**config.mk**
```make
export PLATFORM = sky130hd
export DESIGN_NAME = sgbt_queue
export DESIGN_NICKNAME = d
export VERILOG_FILES = /design/src/hdl/sgbt_pkg.sv /design/src/hdl/sgbt_queue.sv
export SDC_FILE = /design/constraint.sdc
export NUM_CORES = 1
export LEC_CHECK = 0
export BUFFER_PORTS_ARGS = -buffer_cell sky130_fd_sc_hd__buf_4
export CORE_MARGIN = 5
export CORE_UTILIZATION = 46
export DETAILED_ROUTE_END_ITERATION = 10
export PLACE_DENSITY_LB_ADDON = 0.05
export SLEW_MARGIN = 15
export SYNTH_ARGS = -nofsm -noshare
export SYNTH_HDL_FRONTEND = slang
export SYNTH_SLANG_ARGS = --single-unit
```
**constraint.sdc**
```tcl
create_clock -name clk -period 2.5 [get_ports clk]
set_input_delay 0.25 -clock clk [delete_from_list [all_inputs] [get_ports clk]]
set_output_delay 0.25 -clock clk [all_outputs]
set_load 0.01 [all_outputs]
```
**src/hdl/sgbt_pkg.sv**
```systemverilog
// ----------------------------------------------------------------------------
// Spatial grid bucket table package
// Shared types, field widths and codes for the grid hash table modules.
// ----------------------------------------------------------------------------
package sgbt_pkg;

  // Field widths
  localparam int CELL_W      = 15;
  localparam int BOXES_W     = 13;
  localparam int CAP_W       = 11;
  localparam int NODE_W      = 15;
  localparam int POS_W       = 16;
  localparam int OP_W        = 2;
  localparam int BUCKET_W    = 16;
  localparam int IN_TDATA_W  = 72;
  localparam int OUT_TDATA_W = 16;
  localparam int CFG_IDX_W   = 3;
  localparam int CFG_DATA_W  = 15;
  localparam int DIV_STEPS   = 16;
  localparam int QUEUE_DEPTH = 2;

  // Operation codes
  localparam logic [OP_W-1:0] OP_CLEAR = 2'd0;
  localparam logic [OP_W-1:0] OP_ADD   = 2'd1;
  localparam logic [OP_W-1:0] OP_FIRST = 2'd2;
  localparam logic [OP_W-1:0] OP_NEXT  = 2'd3;

  // Configuration register indexes
  localparam logic [CFG_IDX_W-1:0] REG_CELL_X   = 3'd0;
  localparam logic [CFG_IDX_W-1:0] REG_CELL_Y   = 3'd1;
  localparam logic [CFG_IDX_W-1:0] REG_CELL_Z   = 3'd2;
  localparam logic [CFG_IDX_W-1:0] REG_BOXES_Y  = 3'd3;
  localparam logic [CFG_IDX_W-1:0] REG_BOXES_Z  = 3'd4;
  localparam logic [CFG_IDX_W-1:0] REG_BUCKETS  = 3'd5;
  localparam logic [CFG_IDX_W-1:0] REG_CAPACITY = 3'd6;

  typedef struct packed {
    logic [CELL_W-1:0]  cell_x;
    logic [CELL_W-1:0]  cell_y;
    logic [CELL_W-1:0]  cell_z;
    logic [BOXES_W-1:0] boxes_y;
    logic [BOXES_W-1:0] boxes_z;
    logic [BOXES_W-1:0] bucket_count;
    logic [CAP_W-1:0]   capacity;
  } cfg_t;

  // Classified command handed from the front end to the table engine
  typedef struct packed {
    logic [OP_W-1:0]     op;
    logic [NODE_W-1:0]   node_id;
    logic [BUCKET_W-1:0] bucket;
    logic                bvalid;
  } cmd_t;

endpackage

```
**src/hdl/sgbt_queue.sv**
```systemverilog
// ----------------------------------------------------------------------------
// Command queue
// A short first-in first-out queue between the front end and the table engine.
// ----------------------------------------------------------------------------
module sgbt_queue (
  input  logic           clk,
  input  logic           rst_n,
  input  logic           push,
  input  sgbt_pkg::cmd_t push_data,
  output logic           ready,
  output logic           valid,
  output sgbt_pkg::cmd_t data,
  input  logic           pop
);

  sgbt_pkg::cmd_t mem_r [sgbt_pkg::QUEUE_DEPTH];
  logic           wr_ptr_r, rd_ptr_r;
  logic [1:0]     cnt_r;

  assign ready = (cnt_r != 2'(sgbt_pkg::QUEUE_DEPTH));
  assign valid = (cnt_r != '0);
  assign data  = mem_r[rd_ptr_r];

  // Pointers and fill count
  always_ff @(posedge clk) begin
    if (!rst_n) begin
      wr_ptr_r <= 1'b0;
      rd_ptr_r <= 1'b0;
      cnt_r    <= '0;
    end else begin
      if (push && ready) wr_ptr_r <= !wr_ptr_r;
      if (pop && valid)  rd_ptr_r <= !rd_ptr_r;
      cnt_r <= cnt_r + 2'(push && ready) - 2'(pop && valid);
    end
  end

  // Storage
  always_ff @(posedge clk) begin
    if (push && ready) mem_r[wr_ptr_r] <= push_data;
  end

endmodule

```
# == Yosys cells after proc, flatten, opt, wreduce, memory -nomap -nowiden ==
# Memories as Yosys holds them, arrays and structs flattened. A register that Yosys moved wholly into a read port is not among the register bits.
# Cells that the tools add are included.
# Widths: inputs -> output; s select.
# totals
ff_bits,4
mem_bits_rw,68
elab_cells,16
memories,1
# classes
add_sub_neg,2
n_eq_ne,1
mux,4
reduce_logical,5
# memory_table
name,depth,word_bits,rd,rd_clocked_by_memory_dff,wr,line_no,rtl
mem_r,2,34,1,1,1,sgbt_queue.sv:16,sgbt_pkg::cmd_t mem_r [sgbt_pkg::QUEUE_DEPTH];
# ops
op,count
$mux 1,4
$add 2x1->2,1
$logic_and 1x1->1,2
$logic_not 1->1,2
$ne 2x2->1 const B,1
$reduce_bool 2->1,1
$sub 2x1->2,1

# == Logic depth before layout (Yosys ltp) ==
# Gate-level depths: netlist of run 1.
# depth
ltp_word,4
mapped_depth,6

# == Worst setup path before layout of run 1 ==
# No wires, ideal clock.
# synth_path
kind,register -> register
startpoint,register cnt_r[0]
endpoint,memory mem_r[1][0] (netlist bit) (enable)
arrival_time_ns,1.516
required_time_ns,2.106
path_slack_ns,0.590
stages_incl_launch_ff,3
path_buffers,0
path_cell_list,dfxtp_1 > nand2b_1 > and3_1
# synth_between
elab_chain_cells,4
# synth_lines
item,line_no,rtl
from (decl),sgbt_queue.sv:18,logic [1:0] cnt_r;
from (signal assigned),sgbt_queue.sv:33,cnt_r <= cnt_r + 2'(push && ready) - 2'(pop && valid);
$ne 2x2->1,sgbt_queue.sv:20,assign ready = (cnt_r != 2'(sgbt_pkg::QUEUE_DEPTH));
named net ready,sgbt_queue.sv:10,"output logic ready,"
$logic_and 1x1->1,sgbt_queue.sv:39,if (push && ready) mem_r[wr_ptr_r] <= push_data;
$mux 1,sgbt_queue.sv:39,
$mux 1 (not written as such),sgbt_queue.sv:39,
to (decl),sgbt_queue.sv:16,
# The timed path passes the listed nets, and every way through them passes these cells.

==> results.md, run 1 <==
* Largest net degree at the start of global routing at 35
* DR WL/cell at 15.7 µm
* Via count of the first global-routing pass at 1,596
* Number of I/O pins at 74
* Hold Violations, Final at 0
* Filler cells at 445
* Setup Crit Path Kind: flop to output pin
* Post-synth top cells: sky130_fd_sc_hd__edfxtp_1, sky130_fd_sc_hd__mux2_1, sky130_fd_sc_hd__dfxtp_1, sky130_fd_sc_hd__nor2_1, sky130_fd_sc_hd__buf_4
* Number of gates resized after cts at 0
* Post-synthesis to final-layout area growth at 29.9%
* Number of port buffers at 73
* Number of buffers on the longest clock path at 2
* Average size of a mapped cell at 20.0 µm²
* DRC marker count from the first detailed-route iteration at 94
* Number of inserted diodes at 0
* Number of nets in the final layout at between 200 and 300
* Total power consumption of the routed design at 0.00299 W
* Detailed-route DRC error count at 0
* H-tree depth reported by CTS at 3
* Sum Neg Setup Slack at 0 ns
* Final Routed Wirelength at 4690 µm
* Area leader, netlist: sky130_fd_sc_hd__edfxtp_1
* Power per cell area at 846 nW/µm²
* Type of element launching the critical path: flop
* Cell with the most instances after synthesis: sky130_fd_sc_hd__edfxtp_1
* Result of the run: finished clean
* Total CTS buffers at 9
* Detailed-route via count at between 1,000 and 1,500
* Pleak at 1.35 nW
* Normalized max-slew margin at 0.473
* Clock tree from TritonCTS: done
* Number of antenna violations at the first check in global routing at 0
* Overall Global Routing Usage at 0.139
* Fraction of post-synthesis cell area in the top cell type by area at 0.750
* Routed Antenna Nets at 0
* Max-cap violations at 0
* Netlist area before placement at about 2700 µm²
* Worst reg2reg path depth at 2
* Leftover overflow at the end of global routing at 0
* Arrival time reported for the critical path endpoint at 1.60 ns
* Number of distinct library cell variants in the gate-level netlist after synthesis at 25
* Tmin final at 1.85 ns
* Post-synthesis register bit count at between 70 and 80
* Worst VDD drop at 0.490 mV
* CTS sink cnt at 73
* Number of instances in the synthesized netlist at 136
* Worst Path Max Fanout at 14
* Fmax achieved at 541 MHz
* Wire length of the first global-routing pass at 7660 µm
* Total iterations of the first detailed-routing run at 4
* Clock-pin slew on the worst setup and hold paths at 0.07 ns
* Hold/Removal Path Class: primary input to flop
* Site Rows at 28
* Core Region at 5850 µm²
* Die Width at 86.9 µm
* Unrepaired setup endpoints after global routing: false
* Final setup vio count at 0
* Fraction of layout cells with a size suffix above 1 at 0.420
* Initial Utilization at 0.465
* Number of buffers inserted to repair setup after CTS at 0
* Required arrival time at the worst endpoint at 2.25 ns
* Clock latency reported for the late side of the worst-skew pair at 0.33 ns
* Die height at between 80 and 90 µm
* Warnings, synthesis at 0
* Tightest Pin Transition at 0.791 ns
* Hold buffer count at CTS at 0
* Library cell used as clock root buffer: sky130_fd_sc_hd__clkbuf_8
* Final HPWL DP at 3270 µm
* Depth of the worst hold-timing path at 1
* Final max-slew violation count at 0
* Nature of the critical path endpoint: output pin
* Post-Syn Nets at 175
* Overall die area at 7560 µm²
* Flop2flop setup slack at 0.74 ns
* Via density per instance at a little under 5
* Ranking of synthesized cells by area: sky130_fd_sc_hd__edfxtp_1, sky130_fd_sc_hd__mux2_1, sky130_fd_sc_hd__dfxtp_1
* Post-synthesis async set-or-reset flop share at 0
* Most frequently used flop master after synthesis: sky130_fd_sc_hd__edfxtp_1
* Largest clock skew in the final design at between 0.006 and 0.007 ns
* Register area share after synthesis at 0.787
* Final period util at 0.740
* RD Place Congestion at 0.643
* Number of synthesized flops with an enable pin at between 60 and 70
==> state kept, by name (all words and copies together) (netlist names), named ones only <==
signal    cells
cnt_r         2
mem_r        68
rd_ptr_r      1
wr_ptr_r      1
==> cells by family (layout without fill, tap and decap cells) <==
group,count (synthesis),count (layout),share of synthesized area
buffers and inverters,6,94,0.0129
and+or+nand+nor,15,15,0.0359
AOI/OAI and AO/OA,6,6,0.0161
xor gates and xnor gates,1,1,0.00322
DFF,73,73,0.787
adders and majority gates,1,1,0.00459
muxes,34,34,0.141
==> power by group <==
part           switching [W]  internal [W]  leakage, nW  total [W]
logic               0.000328      0.000372        0.584   0.000700
clock network       0.000400      0.000353       0.0835   0.000753
registers          0.0000555       0.00148        0.678    0.00154
==> area by class of cell <==
| class | instances | area [µm²] | share of cell area |
|---|---|---|---|
| clock buffers | 10 | 128 | 0.0361 |
| well taps | 75 | 93.8 | 0.0265 |
| repair buffers | 76 | 583 | 0.165 |
| flip-flops and latches | 73 | 2140 | 0.606 |
| multi-input cells | 57 | 547 | 0.155 |
| inverters | 2 | 7.51 | 0.00212 |
| clock inverters | 6 | 35.0 | 0.00990 |
==> worst paths after layout <==
path / start / endpoint
worst max register to register: cnt_r[0] / mem_r[1][3]
worst max-delay path: flop / data[23]
worst min register to register: rd_ptr_r / flop
worst min-delay path: push_data[21] / mem_r[0][21]
==> through the flow <==
stage / hold WS [ns] / std cells / setup slack (ns) / instance area (µm²) / utilization
finish: 0.100 / 299 / 0.651 / 3540 / 0.605
CTS: 0.0705 / 299 / 0.596 / 3540 / 0.605
detailed placement: 0.437 / 283 / 0.711 / 3370 / 0.577
global route: 0.0721 / 299 / 0.547 / 3540 / 0.605
floorplan: 0.349 / 136 / 0.590 / 2720 / -
global placement: 0.435 / 283 / 0.809 / 3370 / 0.577
==> cell usage in the layout (no fill, tap or decap) <==
cell type and n:
sky130_fd_sc_hd__o21ai_1 1, sky130_fd_sc_hd__nor4_1 1, sky130_fd_sc_hd__inv_1 2, sky130_fd_sc_hd__clkbuf_8 9, sky130_fd_sc_hd__mux2_1 34, sky130_fd_sc_hd__buf_12 1
sky130_fd_sc_hd__o21ai_0 1, sky130_fd_sc_hd__and3_1 1, sky130_fd_sc_hd__nand2b_1 1, sky130_fd_sc_hd__a21bo_1 1, sky130_fd_sc_hd__dfxtp_2 1, sky130_fd_sc_hd__o31a_1 1
sky130_fd_sc_hd__clkinvlp_4 1, sky130_fd_sc_hd__or2_1 1, sky130_fd_sc_hd__clkinv_4 1, sky130_fd_sc_hd__nor3_2 1, sky130_fd_sc_hd__edfxtp_1 68, sky130_fd_sc_hd__nor4bb_2 1
sky130_fd_sc_hd__clkbuf_1 1, sky130_fd_sc_hd__a21oi_1 1, sky130_fd_sc_hd__nand3b_1 1, sky130_fd_sc_hd__dfxtp_1 4, sky130_fd_sc_hd__nor2_1 4, sky130_fd_sc_hd__buf_4 75
sky130_fd_sc_hd__and3_2 1, sky130_fd_sc_hd__and2_1 1, sky130_fd_sc_hd__xor2_1 1, sky130_fd_sc_hd__nand3_1 1, sky130_fd_sc_hd__nor2b_1 1, sky130_fd_sc_hd__ha_1 1
sky130_fd_sc_hd__clkinv_2 3, sky130_fd_sc_hd__o21ba_1 1, sky130_fd_sc_hd__clkinv_1 1
==> worst max-delay path, stage by stage, from the launching register on <==
cell and delay [ns]:
sky130_fd_sc_hd__dfxtp_2 0.47, sky130_fd_sc_hd__buf_4 0.28, sky130_fd_sc_hd__mux2_1 0.37, sky130_fd_sc_hd__buf_4 0.15
==> metal layers <==
metal / wire length, µm / GRT usage / part of all wire / vias to the layer above
met5: 0 / 0 / 0 / -
met4: 59 / 0.0807 / 0.013 / 0
met3: 284 / 0.0350 / 0.061 / 6
met2: 2560 / 0.242 / 0.55 / 48
met1: 1790 / 0.154 / 0.38 / 691
li1: - / - / - / 693
No activity file was read; power rests on OpenSTA's default activity.
==> run 2: changes to the inputs <==
Clock period 2.5 ns to 1.81 ns, I/O delays scaled along.
==> results.md, run 2 (synthesis results as in run 1) <==
* Reg with most FFs: mem_r
* Leftover overflow at the end of global routing at 0 (unchanged)
* Post-synthesis to final-layout area growth at 30.5%
* Nature of the critical path endpoint: output pin
* Number of buffers on the longest clock path at 2 (unchanged)
* Via density per instance at 4.78 (-0.61%)
* Post-Place Worst Slack at 0.161 ns (-0.550 ns)
* Die Width at 86.9 µm (unchanged)
* CTS sink cnt at 73 (unchanged)
* Pleak at 1.35 nW (+0.20%)
* Final Routed Wirelength at 4560 µm (-2.7%)
* Number of nets in the final layout at 260 (+0.78%)
* Site Rows at 28 (unchanged)
* Number of I/O pins at 74 (unchanged)
* Detailed-route DRC error count at 0 (unchanged)
* DRC marker count from the first detailed-route iteration at 64 (-32%)
* Final HPWL DP at 3260 µm (-0.38%)
* Non-filler instance count after layout at 300 (+0.33%)
* Flip-flop count of the largest register, all copies and words added at 68 (unchanged)
* Wire length of the first global-routing pass at 7150 µm (-6.7%)
* Via count of the first global-routing pass at 1,629 (+2.1%)
* Hold Violations, Final at 0 (unchanged)
* Number of gates resized after cts at 0 (unchanged)
* Clock-pin slew on the worst setup and hold paths at 0.07 ns (about the same)
* Hold/Removal Path Class: primary input to flop
* Number of buffers inserted to repair setup after CTS at 0 (unchanged)
* Type of element launching the critical path: flop
* Routed Antenna Nets at 0 (unchanged)
* Final setup vio count at 0 (unchanged)
* Die height at 86.9 µm (unchanged)
* Clock latency reported for the late side of the worst-skew pair at 0.32 ns (about the same)
* Number of port buffers at 73 (unchanged)
* Clock tree from TritonCTS: done
* Worst Path Max Fanout at 25 (+11)
* Commonest non-fill, non-tap cell in the layout: sky130_fd_sc_hd__buf_4
* Number of inserted diodes at 0 (unchanged)
* Largest clock skew in the final design at 0.00681 ns (+0.0000641 ns)
* Arrival time reported for the critical path endpoint at 1.48 ns (-0.12 ns)
* Total iterations of the first detailed-routing run at 4 (unchanged)
* Required arrival time at the worst endpoint at 1.63 ns (-0.62 ns)
* Total placed cells including tap cells at 285 (+0.71%)
* Largest registers: mem_r (68), cnt_r (2)
* Max-cap violations at 0 (unchanged)
* Sum Neg Setup Slack at 0 ns (unchanged)
* Tightest Pin Transition at 0.348 ns (-0.443 ns)
* Hold buffer count at CTS at 0 (unchanged)
* Normalized max-slew margin at 0.766 (+0.293)
* H-tree depth reported by CTS at 3 (unchanged)
* Unrepaired setup endpoints after global routing: false
* Core Region at 5850 µm² (unchanged)
* Tmin final at approximately 1.7 ns
* Largest net degree at the start of global routing at 26 (-26%)
* Fmax achieved at 603 MHz
* Number of antenna violations at the first check in global routing at 0 (unchanged)
* Total CTS buffers at 9 (unchanged)
* Highest-count cells in the layout ignoring fill and taps: sky130_fd_sc_hd__buf_4, sky130_fd_sc_hd__edfxtp_1, sky130_fd_sc_hd__mux2_1
* Fraction of layout cells with a size suffix above 1 at 0.409 (-0.0108)
* Worst setup slack after layout at 0.152 ns (-0.499 ns)
* Result of the run: finished clean
* Worst VDD drop at 0.723 mV (+48%)
* Final period util at 0.916
* Setup Crit Path Kind: flop to output pin
* Power per cell area at 1150 nW/µm² (+36%)
* Overall die area at 7560 µm² (unchanged)
* RD Place Congestion at 0.679 (+5.7%)
* Filler cells at 448 (+0.67%)
* DR WL/cell at 15.2 µm (-3.0%)
* Final max-slew violation count at 0 (unchanged)
* Detailed-route via count at 1,434 (-0.28%)
* Initial Utilization at 0.465 (unchanged)
* Library cell used as clock root buffer: sky130_fd_sc_hd__clkbuf_8
* Overall Global Routing Usage at 0.129 (-0.0103)
-- run 2: changes by cell type in the layout (fill, tap and decap cells not counted) --
cell and delta:
sky130_fd_sc_hd__buf_4 +1, sky130_fd_sc_hd__nor2b_2 +1, sky130_fd_sc_hd__buf_12 +1, sky130_fd_sc_hd__clkbuf_1 +4, sky130_fd_sc_hd__nor2b_1 -1, sky130_fd_sc_hd__dfxtp_2 -1, sky130_fd_sc_hd__clkinv_4 -1, sky130_fd_sc_hd__clkinv_2 -3
sky130_fd_sc_hd__clkinvlp_4 -1, sky130_fd_sc_hd__dfxtp_4 +1
-- run 2: power by group --
group | total [W] | internal, W | switching [W]
Sequential | 0.00213 | 0.00205 | 0.0000779
Clock | 0.000971 | 0.000489 | 0.000482
Combinational | 0.000983 | 0.000532 | 0.000451
-- run 2: layer usage --
layer / GRT usage / wire length [µm]
met2: 0.229 / 2500
met4: 0.0637 / 37
met1: 0.135 / 1670
met5: 0 / 0
met3: 0.0426 / 355
-- run 2: metrics by stage --
| stage | power [W] | hold WS [ns] | utilization | area (µm²) |
|---|---|---|---|---|
| 6_report | 0.00408 | 0.0420 | 0.607 | 3550 |
| 5_1_grt | 0.00431 | 0.0215 | 0.607 | 3550 |
| 4_1_cts | 0.00415 | 0.0222 | 0.607 | 3550 |
| 3_5_place_dp | 0.00317 | 0.368 | 0.581 | 3400 |
| 3_3_place_gp | 0.00313 | 0.366 | 0.581 | 3400 |
| 2_1_floorplan | 0.00266 | 0.280 | - | 2720 |
-- run 2: cell type report --
cell class | count | area [µm²] | area share
timing repair buffer | 78 | 611 | 0.172
tap | 75 | 93.8 | 0.0264
multi-input combinational | 57 | 549 | 0.155
inverter | 2 | 7.51 | 0.00211
clock inverter | 1 | 3.75 | 0.00106
sequential | 73 | 2150 | 0.604
clock buffer | 14 | 143 | 0.0401
-- run 2: worst paths after layout --
path | from | slack (ns) | end | cells past startpoint
worst max register to register | cnt_r[1] | 0.19 | cnt_r[1] | 6
worst min register to register | rd_ptr_r | 0.51 | rd_ptr_r | 2
worst max-delay path | flop | 0.15 | data[13] | 3
worst min-delay path | push_data[7] | 0.04 | mem_r[0][7] | 1
-- run 2: worst max-delay path, cell delays in order (launching register included) --
cell and delay (ns):
sky130_fd_sc_hd__dfxtp_4 0.44, sky130_fd_sc_hd__buf_12 0.21, sky130_fd_sc_hd__mux2_1 0.35, sky130_fd_sc_hd__buf_4 0.15
