[config.mk]
export PLATFORM = sky130hd
export DESIGN_NAME = sgbt_front
export DESIGN_NICKNAME = d
export VERILOG_FILES = /design/src/hdl/sgbt_pkg.sv /design/src/hdl/sgbt_front.sv
export SDC_FILE = /design/constraint.sdc
export NUM_CORES = 1
export LEC_CHECK = 0
export ABC_AREA = 1
export BUFFER_PORTS_ARGS = -buffer_cell sky130_fd_sc_hd__buf_2
export CAP_MARGIN = 40
export CORE_MARGIN = 5
export CORE_UTILIZATION = 35
export DETAILED_ROUTE_END_ITERATION = 10
export GPL_TIMING_DRIVEN = 0
export HOLD_SLACK_MARGIN = 0.05
export PLACE_DENSITY_LB_ADDON = 0.25
export RECOVER_POWER = 100
export SETUP_SLACK_MARGIN = 0.5
export SYNTH_ARGS = -nofsm -noshare
export SYNTH_HDL_FRONTEND = slang
export SYNTH_SLANG_ARGS = --single-unit
[constraint.sdc]
create_clock -name clk -period 21.8 [get_ports clk]
set_input_delay 2.18 -clock clk [delete_from_list [all_inputs] [get_ports clk]]
set_output_delay 2.18 -clock clk [all_outputs]
set_load 0.05 [all_outputs]
[src/hdl/sgbt_pkg.sv]
// ----------------------------------------------------------------------------
// Spatial grid bucket table package
// Shared types, field widths and codes for the grid hash table modules.
// ----------------------------------------------------------------------------
package sgbt_pkg;

  // Field widths
  localparam int CELL_W      = 15;
  localparam int BOXES_W     = 13;
  localparam int CAP_W       = 11;
  localparam int NODE_W      = 15;
  localparam int POS_W       = 16;
  localparam int OP_W        = 2;
  localparam int BUCKET_W    = 16;
  localparam int IN_TDATA_W  = 72;
  localparam int OUT_TDATA_W = 16;
  localparam int CFG_IDX_W   = 3;
  localparam int CFG_DATA_W  = 15;
  localparam int DIV_STEPS   = 16;
  localparam int QUEUE_DEPTH = 2;

  // Operation codes
  localparam logic [OP_W-1:0] OP_CLEAR = 2'd0;
  localparam logic [OP_W-1:0] OP_ADD   = 2'd1;
  localparam logic [OP_W-1:0] OP_FIRST = 2'd2;
  localparam logic [OP_W-1:0] OP_NEXT  = 2'd3;

  // Configuration register indexes
  localparam logic [CFG_IDX_W-1:0] REG_CELL_X   = 3'd0;
  localparam logic [CFG_IDX_W-1:0] REG_CELL_Y   = 3'd1;
  localparam logic [CFG_IDX_W-1:0] REG_CELL_Z   = 3'd2;
  localparam logic [CFG_IDX_W-1:0] REG_BOXES_Y  = 3'd3;
  localparam logic [CFG_IDX_W-1:0] REG_BOXES_Z  = 3'd4;
  localparam logic [CFG_IDX_W-1:0] REG_BUCKETS  = 3'd5;
  localparam logic [CFG_IDX_W-1:0] REG_CAPACITY = 3'd6;

  typedef struct packed {
    logic [CELL_W-1:0]  cell_x;
    logic [CELL_W-1:0]  cell_y;
    logic [CELL_W-1:0]  cell_z;
    logic [BOXES_W-1:0] boxes_y;
    logic [BOXES_W-1:0] boxes_z;
    logic [BOXES_W-1:0] bucket_count;
    logic [CAP_W-1:0]   capacity;
  } cfg_t;

  // Classified command handed from the front end to the table engine
  typedef struct packed {
    logic [OP_W-1:0]     op;
    logic [NODE_W-1:0]   node_id;
    logic [BUCKET_W-1:0] bucket;
    logic                bvalid;
  } cmd_t;

endpackage

[src/hdl/sgbt_front.sv]
// ----------------------------------------------------------------------------
// Grid hash front end
// Accepts input words, divides the position by the cell sizes and forms the
// bucket number for add and first, then hands a classified command to the queue.
// ----------------------------------------------------------------------------
module sgbt_front #(
  parameter int MAX_BUCKETS = 4096
) (
  input  logic                               clk,
  input  logic                               rst_n,
  input  sgbt_pkg::cfg_t                     cfg,
  input  logic                               in_tvalid,
  output logic                               in_tready,
  input  logic [sgbt_pkg::IN_TDATA_W-1:0]    in_tdata,
  output logic                               q_push,
  input  logic                               q_ready,
  output sgbt_pkg::cmd_t                     q_data
);

  typedef enum logic [5:0] {
    F_IDLE = 6'b000001,
    F_DIV  = 6'b000010,
    F_MULX = 6'b000100,
    F_MULY = 6'b001000,
    F_SUM  = 6'b010000,
    F_PUSH = 6'b100000
  } fstate_t;

  fstate_t state_r, state_nxt;

  logic [3:0]                   cnt_r;
  logic [sgbt_pkg::POS_W-1:0]   dvd_r [3];
  logic [sgbt_pkg::CELL_W-1:0]  rem_r [3];
  logic                         neg_r [3];
  logic [sgbt_pkg::CELL_W-1:0]  dsr   [3];
  logic [sgbt_pkg::POS_W-1:0]   pos   [3];
  logic [sgbt_pkg::POS_W-1:0]   quo   [3];
  logic [15:0]                  pyz_r, mx_r, my_r;
  sgbt_pkg::cmd_t               cmd_r;
  logic                         accept;
  logic [15:0]                  hsum;
  logic                         hvalid;

  assign in_tready = (state_r == F_IDLE);
  assign accept    = in_tvalid && in_tready;
  assign q_push    = (state_r == F_PUSH);
  assign q_data    = cmd_r;

  assign dsr[0] = cfg.cell_x;
  assign dsr[1] = cfg.cell_y;
  assign dsr[2] = cfg.cell_z;
  assign pos[0] = in_tdata[32:17];
  assign pos[1] = in_tdata[48:33];
  assign pos[2] = in_tdata[64:49];

  // Signed quotients truncated toward zero, kept modulo 2^16
  always_comb begin
    for (int i = 0; i < 3; i++) begin
      quo[i] = neg_r[i] ? 16'(-dvd_r[i]) : dvd_r[i];
    end
  end

  // Hash sum and its range check
  assign hsum   = mx_r + my_r + quo[2];
  assign hvalid = !hsum[15] && (hsum < 16'(cfg.bucket_count)) &&
                  (17'(hsum) < 17'(MAX_BUCKETS)) &&
                  (cfg.cell_x != '0) && (cfg.cell_y != '0) && (cfg.cell_z != '0);

  // Sequencer
  always_comb begin
    state_nxt = state_r;
    unique case (state_r)
      F_IDLE: begin
        if (accept) begin
          if (in_tdata[1:0] == sgbt_pkg::OP_ADD || in_tdata[1:0] == sgbt_pkg::OP_FIRST) begin
            state_nxt = F_DIV;
          end else begin
            state_nxt = F_PUSH;
          end
        end
      end
      F_DIV: begin
        if (cnt_r == 4'(sgbt_pkg::DIV_STEPS - 1)) state_nxt = F_MULX;
      end
      F_MULX: state_nxt = F_MULY;
      F_MULY: state_nxt = F_SUM;
      F_SUM:  state_nxt = F_PUSH;
      F_PUSH: begin
        if (q_ready) state_nxt = F_IDLE;
      end
      default: state_nxt = F_IDLE;
    endcase
  end

  always_ff @(posedge clk) begin
    if (!rst_n) begin
      state_r <= F_IDLE;
    end else begin
      state_r <= state_nxt;
    end
  end

  // Datapath: three restoring dividers, one quotient bit a cycle each
  always_ff @(posedge clk) begin
    logic [15:0] trial;
    logic        ge;
    if (accept) begin
      cnt_r          <= '0;
      cmd_r.op       <= in_tdata[1:0];
      cmd_r.node_id  <= in_tdata[16:2];
      cmd_r.bucket   <= '0;
      cmd_r.bvalid   <= 1'b0;
      for (int i = 0; i < 3; i++) begin
        neg_r[i] <= pos[i][15];
        dvd_r[i] <= pos[i][15] ? 16'(-pos[i]) : pos[i];
        rem_r[i] <= '0;
      end
    end
    if (state_r == F_DIV) begin
      cnt_r <= cnt_r + 4'd1;
      pyz_r <= 16'(cfg.boxes_y) * 16'(cfg.boxes_z);
      for (int i = 0; i < 3; i++) begin
        trial    = {rem_r[i], dvd_r[i][15]};
        ge       = (trial >= {1'b0, dsr[i]});
        rem_r[i] <= ge ? 15'(trial - {1'b0, dsr[i]}) : trial[14:0];
        dvd_r[i] <= {dvd_r[i][14:0], ge};
      end
    end
    if (state_r == F_MULX) mx_r <= 16'(quo[0] * pyz_r);
    if (state_r == F_MULY) my_r <= 16'(quo[1] * 16'(cfg.boxes_z));
    if (state_r == F_SUM) begin
      cmd_r.bucket <= hsum;
      cmd_r.bvalid <= hvalid;
    end
  end

endmodule

Word-level counts from Yosys, hierarchy flattened
Memory sizes are Yosys's and may differ from the RTL's.
Cells that the tools add are included.
{"block": "op_classes", "mux": 28, "n_lt_le_gt_ge": 5, "n_mul": 3, "n_eq_ne": 12, "n_reduce_logical": 14, "n_addsub": 12, "bitwise_logic": 6}
{"cell": "$mux 16", "count": 9}
{"cell": "$neg 16->16", "count": 6}
{"cell": "$mux 15", "count": 6}
{"cell": "$ge 16x15->1", "count": 3}
{"cell": "$reduce_bool 15->1", "count": 3}
{"cell": "$sub 15x15->15", "count": 3}
{"cell": "$pmux 6 s6", "count": 1}
{"cell": "$mux 17", "count": 2}
{"cell": "$add 16x16->16", "count": 2}
{"cell": "$mux 6", "count": 4}
{"cell": "$lt 16x13->1", "count": 1}
{"cell": "$lt 16x13->1 const B", "count": 1}
{"cell": "$mul 13x13->16", "count": 1}
{"cell": "$mul 16x13->16", "count": 1}
{"cell": "$mul 16x16->16", "count": 1}
{"cell": "$mux 4", "count": 2}
{"cell": "$eq 6x1->1 const B", "count": 1}
{"cell": "$eq 6x2->1 const B", "count": 1}
{"cell": "$eq 6x3->1 const B", "count": 1}
{"cell": "$eq 6x4->1 const B", "count": 1}
{"cell": "$eq 6x5->1 const B", "count": 1}
{"cell": "$eq 6x6->1 const B", "count": 1}
{"cell": "$logic_and 1x1->1", "count": 6}
{"cell": "$or 1x1->1", "count": 6}
{"cell": "11 further kinds", "count": 16}
{"block": "totals", "register_bits": 92, "wordCells": 92, "input_bits": 171, "ramBits": 96, "output_inout_bits": 36, "n_memories": 3}
{"memory": "dvd_r", "words": 3, "width": 16, "rd": 3, "rd_ports_with_merged_regs": 0, "write_ports": 3, "line_no": "sgbt_front.sv:32", "text": "logic [sgbt_pkg::POS_W-1:0] dvd_r [3];"}
{"memory": "rem_r", "words": 3, "width": 15, "rd": 3, "rd_ports_with_merged_regs": 0, "write_ports": 3, "line_no": "sgbt_front.sv:33", "text": "logic [sgbt_pkg::CELL_W-1:0] rem_r [3];"}
{"memory": "neg_r", "words": 3, "width": 1, "rd": 3, "rd_ports_with_merged_regs": 0, "write_ports": 3, "line_no": "sgbt_front.sv:34", "text": "logic neg_r [3];"}

Logic depth before layout (Yosys ltp)
Gate-level depths: netlist (run 1).
An unclocked memory read counts as a cell.
{"block": "depth", "word_depth": 11, "depth_mapped": 36, "depth_no_buf": 36}

Least setup slack after synthesis (run 1)
OpenSTA, ideal clock, no wires.
{"block": "synth_path", "path_kind": "reg2reg", "startpoint": "register state_r[5]", "endpoint": "register cnt_r[0] (enable)", "stages_incl_launch_ff": 6, "t_arrival_ns": 9.345, "slack_ns": 11.767, "period_less_slack_ns": 10.033, "n_path_buf": 0, "path_cell_list": "dfxtp_1 -> nor2_1 -> inv_2 -> nor4_1 -> inv_1 -> o21ai_0"}
{"block": "synth_between", "elab_chain_cells": 3}
{"item": "start: declaration", "line_no": "sgbt_front.sv:29", "text": "fstate_t state_r, state_nxt;"}
{"item": "start signal: assignment", "line_no": "sgbt_front.sv:99", "text": "state_r <= state_nxt;"}
{"item": "$eq 6x1->1", "line_no": "sgbt_front.sv:44", "text": "assign in_tready = (state_r == F_IDLE);"}
{"item": "net in_tready", "line_no": "sgbt_front.sv:13", "text": "output logic in_tready,"}
{"item": "$logic_and 1x1->1", "line_no": "sgbt_front.sv:45", "text": "assign accept = in_tvalid && in_tready;"}
{"item": "$reduce_bool 2->1 (no line)"}
{"item": "end signal: assignment", "line_no": "sgbt_front.sv:120", "text": "cnt_r <= cnt_r + 4'd1;"}
{"item": "end: declaration", "line_no": "sgbt_front.sv:31", "text": "logic [3:0] cnt_r;"}
The timed path passes the listed nets, and every way through them passes these cells.
A chain may end at the register's enable or synchronous reset.

Worst setup path after layout (run 1)
{"block": "layout_path", "startpoint": "input cfg[25] (netlist bit)", "endpoint": "register my_r[15], data pin"}
{"block": "layout_between", "elab_chain_cells": 1}
{"item": "start: declaration", "line_no": "sgbt_front.sv:11", "text": "input sgbt_pkg::cfg_t cfg,"}
{"item": "$mul 16x13->16", "line_no": "sgbt_front.sv:130", "text": "if (state_r == F_MULY) my_r <= 16'(quo[1] * 16'(cfg.boxes_z));"}
{"item": "end signal: assignment", "line_no": "sgbt_front.sv:130"}
{"item": "end: declaration", "line_no": "sgbt_front.sv:38", "text": "logic [15:0] pyz_r, mx_r, my_r;"}
No other way between the ends.

==> Implementation_results.wiki, run 1 <==
{| class="wikitable"
! Metric !! Value
|-
| Fraction of the cycle the final worst path needs || 35.8%
|-
| Cells after synthesis || 3105
|-
| Largest delay share family, worst path || adder cells
|-
| Row Count || 97
|-
| Overall die height || 275 um
|-
| Number of nets in the layout || 3948
|-
| Number of buffers inserted to repair setup after CTS || 0
|-
| Minimum setup slack among reg-to-reg paths || about 14 ns
|-
| Iteration count of the initial detailed-routing pass || 5
|-
| Area of the die || 75400 um2
|-
| Cts bufs inserted || 17
|-
| R2R depth || 31
|-
| Violation count after the first detailed-route iteration || 1329
|-
| Clock transition at the registers of the reported paths || 0.08 ns
|-
| Outcome || finished with violations
|-
| Total congestion overflow after global routing || 0
|-
| Area grow syn2layout || 10.4%
|-
| Detailed Place HPWL || 55700 um
|-
| Number of buffers added on ports || approximately 180
|-
| Core Footprint || 69800 um2
|-
| Clock tree sinks || roughly 190
|-
| Boundary pin count || a little over 200
|-
| Maximum number of pins on one net before global-route repair || 26
|-
| Worst hold path class || reg2reg
|-
| Launching instance or port of the critical path || cfg[25]
|-
| Hold violation total from the final report || 0
|-
| Clock period minus worst slack || 7.80 ns
|-
| Slowest cell on the critical path || clkbuf_1
|-
| Most used standard cells in the synthesized netlist || inv_1 (751), nand2_1 (635), fa_1 (258)
|-
| Post-synth top area share || 22.3%
|-
| Worst skew pair latency || ~0.48 ns
|-
| Worst EP required || 22.03 ns
|-
| RSZ-0062 raised after global routing || no
|-
| Launching point of the worst reg2reg path || dvd_r[0][0]
|-
| Clock H-tree levels || 4
|-
| Buffering stage count on the worst path with inverters included || 10
|-
| Slew Viols, Final || 41
|-
| Top cell type by total area after synthesis || edfxtp_1
|-
| Number of warnings printed during yosys synthesis || 0
|-
| Type of destination of the critical path || register
|-
| Worst Setup Start Kind || input port
|-
| Critical path data arrival time || around 8.0 ns
|-
| Number of different library cells in the post-synthesis netlist || 56
|-
| Number of storage elements in the synthesis netlist || 188
|-
| Highest fanout seen on the critical path || 10
|-
| Number of global-route vias before repair || 19500
|-
| Worst R2R End || mx_r[15]
|-
| Cell types occupying the most area after synthesis || edfxtp_1 (22%), fa_1 (21%), inv_1 (11%)
|-
| Total negative slack for setup checks || 0 ns
|-
| Synthesized cell area || about 25000 um2
|-
| Setup violations, final || 0
|-
| Antenna violations before repair || 8
|-
| Number of standard cells in the final layout excluding fillers || between 4000 and 5000
|-
| Least-Margin Pin Slew || 2.04 ns
|-
| Count of flip-flops with a built-in enable after synthesis || 182
|-
| Share of cells above drive strength 1 || 6.97%
|-
| Antenna-violating nets left || 0
|-
| Clock tree from TritonCTS || done
|-
| Violated checks || max-capacitance violations, max-slew violations
|-
| Nets in the synthesized netlist || 3738
|-
| Most common cell in the synthesized netlist || inv_1
|-
| Avg Cell Area, Syn || 7.90 um2
|-
| Routability congestion estimate || about 0.89
|-
| Starting Density || 35.1%
|-
| Wire length of the first global-routing pass || 106000 um
|-
| MaxCap Viol Count || 2
|-
| Worst path max stage delay || just under 0.6 ns
|-
| Maximum frequency from static timing analysis || 128 MHz
|-
| Ys flop type || edfxtp_1
|-
| Type of the worst setup path || in2reg
|-
| Async set-or-reset flop fraction in the synthesized netlist || 0%
|-
| Relative slew margins || -37.6%
|-
| Sequential cell area fraction in the yosys report || 22.8%
|-
| Total number of cells along the worst setup path || 30
|-
| Tot GR Track Use || 17.8%
|-
| Residual DRC || 0
|-
| Filler cell count || 7320
|-
| Final wirelength || 66400 um
|-
| Cts repair resizes || 0
|-
| Number of buffers inserted for hold repair after clock tree synthesis || 0
|-
| Wirelength per Cell || roughly 16 um
|-
| Post-detailed-route via-to-cell ratio || 4.68
|-
| Worst Setup EP || my_r[15]
|-
| Worst clock skew || ~0.011 ns
|-
| Maximum root-to-sink buffer count || 2
|-
| Clock tree root driver cell || clkbuf_16
|-
| Die span in x || about 270 um
|-
| Via count || ~20000
|-
| Placed Cells incl. Taps || ~4200
|-
| CP dominant cell by count || nand2_1
|}
-- through the flow --
| step | hold slack (ns) | utilization, % | area, um2 | setup slack (ns) |
|---|---|---|---|---|
| finish | 0.589 | 38.8 | 27100 | 14.00 |
| global route | 0.614 | 38.8 | 27100 | 13.56 |
| CTS | 0.597 | 39.2 | 27400 | 14.03 |
| detailed placement | 0.581 | 38.4 | 26800 | 13.52 |
| global placement | 0.569 | 38.1 | 26600 | 7.94 |
| floorplan | 0.507 | - | 24500 | 11.77 |
-- worst min-delay path, delay by kind of cell, from the launching register on --
family / cells / cell delay (ns)
and+or+nand+nor: 2 / 0.22
DFF: 1 / 0.33
-- registers in the layout, summed over array words and instances, names as in the netlist --
signal	count
dvd_r	48
rem_r	45
q_data	34
mx_r	16
my_r	16
pyz_r	16
state_r	6
cnt_r	4
neg_r	3
-- routing by layer --
layer	up-vias	wire [um]	GRT usage, %
met2	471	29700	28.3
met4	2	1310	4.22
met5	-	12	0
met1	9399	31700	25.7
met3	76	3740	2.74
li1	10000	-	-
-- placed cells by master (no fill, tap or decap), types with 9 or more instances in the layout --
| cell type | Yosys | layout |
|---|---|---|
| a21oi_1 | 143 | 146 |
| buf_2 | 9 | 136 |
| clkbuf_1 | 49 | 124 |
| clkbuf_16 | 0 | 17 |
| edfxtp_1 | 182 | 182 |
| fa_1 | 258 | 258 |
| ha_1 | 204 | 204 |
| inv_1 | 751 | 755 |
| inv_2 | 17 | 13 |
| nand2_1 | 635 | 642 |
| nand2_2 | 29 | 22 |
| nand3_1 | 114 | 114 |
| nand3_2 | 9 | 9 |
| nand3b_1 | 14 | 14 |
| nand4_1 | 28 | 28 |
| nor2_1 | 215 | 215 |
| nor3_1 | 37 | 37 |
| nor4_1 | 20 | 21 |
| o21ai_0 | 116 | 120 |
| o21ai_1 | 13 | 10 |
| o21bai_1 | 8 | 10 |
| xnor2_1 | 47 | 47 |
| xor2_1 | 99 | 99 |
-- cell type report --
type	count	area (um2)	area share (%)
inverters	774	2910	10.7
multi-input cells	2062	15600	57.5
repair buffers	191	890	3.29
diodes	3	7.51	0.0277
well taps	940	1180	4.35
flip-flops and latches	188	5590	20.6
clock inverters	14	154	0.569
plain buffers	81	357	1.32
clock buffers	18	429	1.59
-- worst min path at each step --
stage                       from      endpoint  slack [ns]  depth (start not counted)
global placement        cnt_r[3]      cnt_r[3]        0.57                          2
global route            cnt_r[0]      cnt_r[0]        0.61                          1
floorplan             state_r[3]    state_r[4]        0.51                          2
finish                state_r[3]    state_r[4]        0.59                          2
CTS                     cnt_r[0]      cnt_r[0]        0.60                          1
detailed placement  dvd_r[0][33]  dvd_r[0][34]        0.58                          2
-- logic make-up after synthesis --
group           share of synthesized area [%]
simple gates                             19.3
buf+inv                                  13.5
fa+ha+maj                                31.5
compound gates                           7.73
flops                                    22.8
xor+xnor                                 5.22
Power of run 1 is not shown: default switching activity piles up to over one toggle a cycle in this logic, so the estimate is an artifact.
==> run 2, diff against run 1 <==
- clock period: 21.8 -> 8.2 ns (I/O delays scaled with it)
==> Implementation_results.wiki, run 2 (synthesis results as in run 1) <==
{| class="wikitable"
! Metric !! Value
|-
| Outcome || finished with violations
|-
| Violated checks || max-capacitance violations, max-slew violations
|-
| Fraction of the cycle the final worst path needs || 86.6%
|-
| Least-Margin Pin Slew || approximately 3 ns
|-
| Filler cell count || 7385
|-
| Hold violation total from the final report || 0
|-
| Worst skew pair latency || 0.48 ns
|-
| Cts bufs inserted || 17
|-
| Type of the worst setup path || reg2reg
|-
| Number of nets in the layout || 3945
|-
| Clock transition at the registers of the reported paths || 0.08 ns
|-
| Share of cells above drive strength 1 || 7.52%
|-
| Met2 routing resource usage after global routing || 28.9%
|-
| Setup slack after placement || 1.21 ns
|-
| Iteration count of the initial detailed-routing pass || 5
|-
| Clock H-tree levels || 4
|-
| CP dominant cell by count || inv_1
|-
| Wirelength per Cell || 15.5 um
|-
| Worst clock skew || around 0.012 ns
|-
| Slowest cell on the critical path || clkbuf_1
|-
| Worst hold path class || in2reg
|-
| Worst path max stage delay || 0.60 ns
|-
| Maximum frequency from static timing analysis || 141 MHz
|-
| Highest fanout seen on the critical path || 8
|-
| Setup violations, final || 0
|-
| Die span in x || 275 um
|-
| Worst EP required || 8.41 ns
|-
| Routability congestion estimate || 0.873
|-
| Cts repair resizes || 0
|-
| Finished Core Util || 38.8%
|-
| Routing usage on met3 || 2.61%
|-
| Area of the die || ~75000 um2
|-
| Flip-flop count of the largest register, all copies and words added || 48
|-
| Worst Setup Start Kind || register
|-
| Antenna violations before repair || 10
|-
| Violation count after the first detailed-route iteration || 1171
|-
| Antenna-violating nets left || 0
|-
| Clock tree root driver cell || clkbuf_16
|-
| Number of buffers inserted to repair setup after CTS || 0
|-
| Via count || 19900
|-
| Number of buffers inserted for hold repair after clock tree synthesis || 0
|-
| Clock tree sinks || 188
|-
| Type of destination of the critical path || register
|-
| Clock period minus worst slack || 7.11 ns
|-
| Non-Filler Cell Area, Final || around 27000 um2
|-
| Clock tree from TritonCTS || done
|-
| MaxCap Viol Count || 3
|-
| Placed Instance Area || 26800 um2
|-
| Maximum root-to-sink buffer count || 2
|-
| Core Footprint || 69800 um2
|-
| Final setup margin || about 1.1 ns
|-
| Maximum number of pins on one net before global-route repair || 26
|-
| RSZ-0062 raised after global routing || no
|-
| Slew Viols, Final || 73
|-
| Final wirelength || 66300 um
|-
| Gr busiest metal || met2
|-
| Min Hold Slack || 0.508 ns
|-
| Register ranked first by flip-flop count || dvd_r
|-
| Overall die height || approximately 270 um
|-
| Total congestion overflow after global routing || 0
|-
| Number of buffers added on ports || 179
|-
| Wire length of the first global-routing pass || 106000 um
|-
| Detailed Place HPWL || 55800 um
|-
| Tot GR Track Use || 17.8%
|-
| Boundary pin count || 207
|-
| Critical path data arrival time || 7.32 ns
|-
| Row Count || 97
|-
| Relative slew margins || -107%
|-
| GR met1 Demand/Resource || 25.7%
|-
| Leading cell types in the layout, fill and taps excluded || inv_1 (753), nand2_1 (639), fa_1 (258)
|-
| Most common library cell in the layout ignoring fill and taps || inv_1
|-
| Post-detailed-route via-to-cell ratio || 4.66
|-
| Starting Density || 35.1%
|-
| Area grow syn2layout || 10.6%
|-
| Residual DRC || 0
|-
| Number of global-route vias before repair || 19400
|}
## run 2: through the flow
step | setup TNS [ns] | std cells
2_1_floorplan | 0 | 3105
3_5_place_dp | 0 | 4233
4_1_cts | 0 | 4265
6_report | 0 | 4269
3_3_place_gp | -45.82 | 4224
5_1_grt | 0 | 4266
## run 2: worst paths after layout
path	slack, ns	cells past startpoint	from	end
min	0.51	1	in_tdata[15]	q_data[30]
min reg2reg	0.60	2	dvd_r[0][38]	dvd_r[0][39]
max	1.09	32	dvd_r[0][0]	mx_r[15]
max reg2reg	1.09	32	dvd_r[0][0]	mx_r[15]
## run 2: worst max-delay path, delay by kind of cell, from the launching register on
kind                     cells  cell delay (ns)
AO/OA/AOI/OAI                6             0.92
adder cells (fa/ha/maj)      8             3.45
buffers and inverters        9             1.26
flip-flops                   1             0.33
AND/OR/NAND/NOR              9             0.88
## run 2: area by class of cell
cell class | instances | area [um2] | share of cell area [%]
antenna | 4 | 10.0 | 0.0369
buffer | 81 | 372 | 1.37
clock buffer | 20 | 447 | 1.65
clock inverter | 12 | 109 | 0.402
inverter | 774 | 2910 | 10.7
multi-input combinational | 2062 | 15600 | 57.5
sequential | 188 | 5590 | 20.6
tap | 940 | 1180 | 4.34
timing repair buffer | 188 | 903 | 3.33
## run 2: metal layers
metal,share of wire (%),wire length [um],vias up
met1,48,32100,9414
li1,-,-,10000
met3,5.1,3390,47
met5,0.053,35,-
met4,1.2,763,6
met2,45,30100,398
Power of run 2 is left out for the same reason.
